`config.mk`:
```
export PLATFORM = sky130hd
export DESIGN_NAME = qts_stack
export DESIGN_NICKNAME = d
export VERILOG_FILES = /design/src/design/qts_pkg.sv /design/src/design/qts_cell.sv /design/src/design/qts_stack.sv
export SDC_FILE = /design/constraint.sdc
export NUM_CORES = 2
export LEC_CHECK = 0
export BUFFER_PORTS_ARGS = -buffer_cell sky130_fd_sc_hd__buf_2
export CORE_ASPECT_RATIO = 0.6
export CORE_MARGIN = 8
export CORE_UTILIZATION = 25
export CTS_BUF_LIST = sky130_fd_sc_hd__clkbuf_4
export DETAILED_ROUTE_END_ITERATION = 10
export RECOVER_POWER = 25
export SYNTH_ARGS = -nofsm -noshare
export SYNTH_HDL_FRONTEND = slang
export SYNTH_SLANG_ARGS = --single-unit
```
`constraint.sdc`:
```
create_clock -name clk -period 2 [get_ports clk]
set_input_delay 0.2 -clock clk [delete_from_list [all_inputs] [get_ports clk]]
set_output_delay 0.2 -clock clk [all_outputs]
set_load 0.1 [all_outputs]
```
`src/design/qts_pkg.sv`:
```
// Shared constants and types for the two-stack queue.
`default_nettype none

package qts_pkg;

    localparam int STACK_DEPTH = 128;
    localparam int DATA_W      = 32;
    localparam int CNT_W       = $clog2(STACK_DEPTH + 1);
    localparam int OP_W        = 2;
    localparam int STATUS_W    = 2;
    localparam int S_TDATA_W   = ((OP_W + DATA_W + 7) / 8) * 8;
    localparam int M_TDATA_W   = ((DATA_W + STATUS_W + 7) / 8) * 8;

    localparam logic [OP_W-1:0] OP_ENQUEUE = 2'd0;
    localparam logic [OP_W-1:0] OP_DEQUEUE = 2'd1;
    localparam logic [OP_W-1:0] OP_PEEK    = 2'd2;

    localparam logic [STATUS_W-1:0] ST_OK       = 2'd0;
    localparam logic [STATUS_W-1:0] ST_EMPTY    = 2'd1;
    localparam logic [STATUS_W-1:0] ST_OVERFLOW = 2'd2;

    localparam logic [DATA_W-1:0] EMPTY_VALUE = '1;

    // Per-cycle shift command for a stack chain; push and pop never together.
    typedef struct packed {
        logic push;
        logic pop;
    } stk_ctrl_t;

endpackage

`default_nettype wire

```
`src/design/qts_cell.sv`:
```
// One stack cell: holds one entry and shifts with its neighbors.
`default_nettype none

module qts_cell (
    input  wire logic                        clk,
    input  wire qts_pkg::stk_ctrl_t          ctrl,
    input  wire logic [qts_pkg::DATA_W-1:0]  up_data,    // neighbor toward the top
    input  wire logic [qts_pkg::DATA_W-1:0]  down_data,  // neighbor toward the bottom
    output logic      [qts_pkg::DATA_W-1:0]  q
);

    logic [qts_pkg::DATA_W-1:0] data_reg;
    logic [qts_pkg::DATA_W-1:0] data_next;

    always_comb
    begin
        if (ctrl.push)
        begin
            data_next = up_data;
        end
        else if (ctrl.pop)
        begin
            data_next = down_data;
        end
        else
        begin
            data_next = data_reg;
        end
    end

    always_ff @(posedge clk)
    begin
        data_reg <= data_next;
    end

    assign q = data_reg;

endmodule

`default_nettype wire

```
`src/design/qts_stack.sv`:
```
// Stack built as a shift chain of cells; cell 0 is the top.
`default_nettype none

module qts_stack (
    input  wire logic                        clk,
    input  wire logic                        rst_n,
    input  wire qts_pkg::stk_ctrl_t          ctrl,
    input  wire logic [qts_pkg::DATA_W-1:0]  push_data,
    output logic      [qts_pkg::DATA_W-1:0]  top_data,
    output logic      [qts_pkg::CNT_W-1:0]   count,
    output logic                             full,
    output logic                             empty
);

    logic [qts_pkg::DATA_W-1:0] cell_q [qts_pkg::STACK_DEPTH];
    logic [qts_pkg::CNT_W-1:0]  count_reg;
    logic [qts_pkg::CNT_W-1:0]  count_next;

    for (genvar i = 0; i < qts_pkg::STACK_DEPTH; i++)
    begin : g_cell
        logic [qts_pkg::DATA_W-1:0] up_d;
        logic [qts_pkg::DATA_W-1:0] down_d;

        if (i == 0)
        begin : g_top
            assign up_d = push_data;
        end
        else
        begin : g_mid
            assign up_d = cell_q[i-1];
        end

        if (i == qts_pkg::STACK_DEPTH - 1)
        begin : g_bottom
            assign down_d = '0;
        end
        else
        begin : g_inner
            assign down_d = cell_q[i+1];
        end

        qts_cell u_cell (
            .clk       (clk),
            .ctrl      (ctrl),
            .up_data   (up_d),
            .down_data (down_d),
            .q         (cell_q[i])
        );
    end

    always_comb
    begin
        count_next = count_reg;
        if (ctrl.push)
        begin
            count_next = count_reg + qts_pkg::CNT_W'(1);
        end
        else if (ctrl.pop)
        begin
            count_next = count_reg - qts_pkg::CNT_W'(1);
        end
    end

    always_ff @(posedge clk or negedge rst_n)
    begin
        if (!rst_n)
        begin
            count_reg <= '0;
        end
        else
        begin
            count_reg <= count_next;
        end
    end

    assign top_data = cell_q[0];
    assign count    = count_reg;
    assign full     = (count_reg == qts_pkg::CNT_W'(qts_pkg::STACK_DEPTH));
    assign empty    = (count_reg == '0);

endmodule

`default_nettype wire

```
==> results by group <==
Worst setup path
  – Required time worst endpoint: 3.16 ns
  – Crit path DAT: between 4 and 5 ns
  – Crit. End Element: flop
  – Crit-path leading delay family: buffers and inverters
  – Most numerous cell on the critical path: clkbuf_1
  – Crit-path slowest cell: clkbuf_2
  – Crit-path cells: dlygate4sd3_1 > clkbuf_1 > clkbuf_1 > clkbuf_2 > clkbuf_4 > mux2_2
  – Kind of critical path: in2reg
  – CP max FO: 99
  – Internal reg-to-reg setup slack: -0.07 ns
  – CP bufs+invs: 5
  – Crit start category: input pin
  – CP peak stage delay: 1.29 ns

Place
  – Final GP Congestion: 0.6792
  – DP Area: 185700 um^2
  – Number of port buffers: 77
  – Hpwl dp: 154700 um
  – DP Worst Slack: -0.1828 ns
  – Placed Cells: 17980

Power
  – Pint: 0.1636 W
  – Switching pwr: 0.05031 W
  – Clock power frac: 0.309
  – Sw Share: 0.2352
  – Sequential power share: 0.578
  – P per Cell Area: 1075 nW/um^2
  – Leak: 68.60 nW
  – VDD IR max: between 0.4 and 0.5 mV
  – Comb pwr share: 0.113

Run status
  – Failing checks: capacitance limit, slew limit, setup timing
  – Status: complete, but fails checks

Die
  – Rows: 237
  – Die height: 663.4 um
  – Placeable Area: 695100 um^2
  – Top Ports: 78
  – Starting Density: 0.2512
  – Die W: 1095 um
  – Die area: 726300 um^2

Finish
  – Area Overhead vs Synth: 14.00%
  – Largest register FFs: 4096
  – Area of the multi-input gates: 46390 um^2
  – Final Instance Area: 199100 um^2
  – Register area: 123200 um^2
  – Final core occ: 0.2864
  – Net count, final: 9818
  – Share of cells above drive strength 1: 0.5697
  – Fill cells: roughly 70000
  – Fin cells: 19810

Logic synthesis
  – Most instantiated cells after synthesis: edfxtp_1, mux2_2, buf_6
  – Most common cell in the synthesized netlist: edfxtp_1
  – Synth warn: 0
  – EDFF count, synth: 4096
  – Syn nets: 8754
  – Yosys reg bits: about 4000
  – Post-synth top area share: 0.7044
  – Mean Syn Cell Area: 20.05 um^2
  – Mapped Area: 174600 um^2
  – Synth cell types: 30
  – Register area share after synthesis: 0.7055
  – Mapped Cells: roughly 8700
  – Post-synth top area cell: edfxtp_1
  – Async SR Flop Fraction: 0.001949
  – Synth Flop Type: edfxtp_1
  – Synth area leaders: edfxtp_1, mux2_2, buf_6

Clock network
  – CTS HTree Levels: 6
  – Worst skew pair latency: 1.56 ns
  – Root buf cell: clkbuf_4
  – Clock sinks: 4104
  – TritonCTS Buffers: 965
  – Maximum clock path buffer count: 5
  – CTS tree: yes
  – Worst-path clk slew: 0.08 ns

Timing
  – Clk_skew: 0.2779 ns
  – RSZ-0062 raised after global routing: true
  – Worst Slack Setup Final: -1.365 ns
  – Fin crit share: 1.683
  – Max-slew violations: 70
  – Final setup vio count: approximately 7800
  – Least-Margin Pin Slew: 1.808 ns
  – Fin crit period: 3.365 ns
  – FMAX: 297.1 MHz
  – Slew margin rel.: -0.2054
  – Final Hold Fails: 0

Global routing
  – M3 GR Usage: 0.01922
  – Vias in the first global route: a little over 80000
  – Total Routing Usage GR: 0.07102
  – Global-route wire length before repair: 441000 um
  – Busiest grt layer: met1
  – Met1 Use GR: 0.1084
  – Grt total ovfl: 0
  – Initial antenna violation count: 22
  – Grt met2 use: 0.09426
  – Largest net degree at the start of global routing: 112

Run
  – Max cap viols: 1

Routing
  – Drt via density: 3.965
  – 1st-iter DRT viols: 5627
  – DR vias: about 80000
  – WL/cell: between 10 and 15 um
  – Drt first pass iters: 5
  – Post-Route WL: 269300 um
  – Post-DRT Antenna Nets: 0
  – # DRC: 0

Min path
  – HP Class: reg2reg
## worst reg2reg max path, delay by kind of cell (launching register included)
family	cells	cell delay (ns)
buffers and inverters	4	0.55
AOI/OAI and AO/OA	2	0.43
DFF	1	0.39
adders and majority gates	1	0.28
muxes	1	0.18
xor gates and xnor gates	1	0.10
and+or+nand+nor	1	0.09
## through the flow
| stage | hold slack, ns | TNS (ns) | total power, W |
|---|---|---|---|
| detailed placement | 0.06295 | -59.14 | 0.1489 |
| CTS | 0.2830 | -1038.36 | 0.2182 |
| floorplan | -0.09559 | - | 0.1295 |
| global placement | 0.06508 | -34.96 | 0.1477 |
| finish | 0.3241 | -3475.32 | 0.2139 |
| global route | 0.1932 | -2743.99 | 0.2262 |
## power groups by stage
stage          Clock, W  Combinational, W  Sequential (W)
2_1_floorplan         0            0.0137           0.116
5_1_grt          0.0739            0.0264           0.126
3_5_place_dp          0            0.0233           0.126
3_3_place_gp          0            0.0224           0.125
4_1_cts          0.0699            0.0244           0.124
6_report         0.0661            0.0242           0.124
## per-layer routing
| layer | part of all wire | vias to the layer above |
|---|---|---|
| met4 | 0.023 | 6 |
| li1 | - | 37490 |
| met5 | 0.00016 | - |
| met1 | 0.53 | 39160 |
| met2 | 0.40 | 1293 |
| met3 | 0.046 | 575 |
## worst paths after layout
kind / to / cells past startpoint / from
min in group asynchronous: count[7] / 5 / rst_n
min reg2reg: g_cell[40].u_cell.q[1] / 1 / g_cell[41].u_cell.q[1]
max: g_cell[118].u_cell.q[6] / 6 / ctrl[1]
min: g_cell[40].u_cell.q[1] / 1 / g_cell[41].u_cell.q[1]
max reg2reg: count[7] / 10 / count[4]
max in group asynchronous: count[7] / 5 / rst_n
## cells by family (layout without fill, tap and decap cells)
logic type      Yosys count  after routing  share of synthesized area
fa+ha+maj                 7              7                  0.0005446
simple gates             49             49                   0.001677
buf+inv                 461           2219                    0.02906
other cells               0             17                          0
flops                  4104           4104                     0.7055
xor+xnor                  6              6                  0.0003009
mux                    4067           4067                     0.2623
compound gates           17             17                  0.0006162
## cells in the final DEF (no fill, tap or decap), types with 10 or more instances in the layout
master,instances
edfxtp_1,4096
mux2_2,4065
clkbuf_4,1416
clkinv_1,209
buf_4,205
dlygate4sd3_1,106
buf_12,106
buf_6,37
buf_2,35
clkbuf_2,20
and2_1,18
diode_2,17
clkinv_2,15
clkbuf_1,15
and2_0,14
buf_8,12
bufinv_16,10
## final cells by class
class                           instances  share of cell area
Antenna cell                           17           0.0002137
Clock buffer                         1404             0.05295
Clock inverter                        257            0.006706
Inverter                                4          0.00008171
Multi-Input combinational cell       4146              0.2330
Sequential cell                      4104              0.6189
Tap cell                             9321             0.05858
Timing Repair Buffer                  554             0.02950
## timing repair
action                                   CTS  global route
endpoints found under the setup margin    43          4139
hold buffers                             106             2
cloned                                     0             3
buffers inserted                          33            11
gates resized for setup                  126             5
hold endpoints to repair                6750            15
pin swaps                                  5             0
Note: power is estimated with default switching activity, not from simulation.
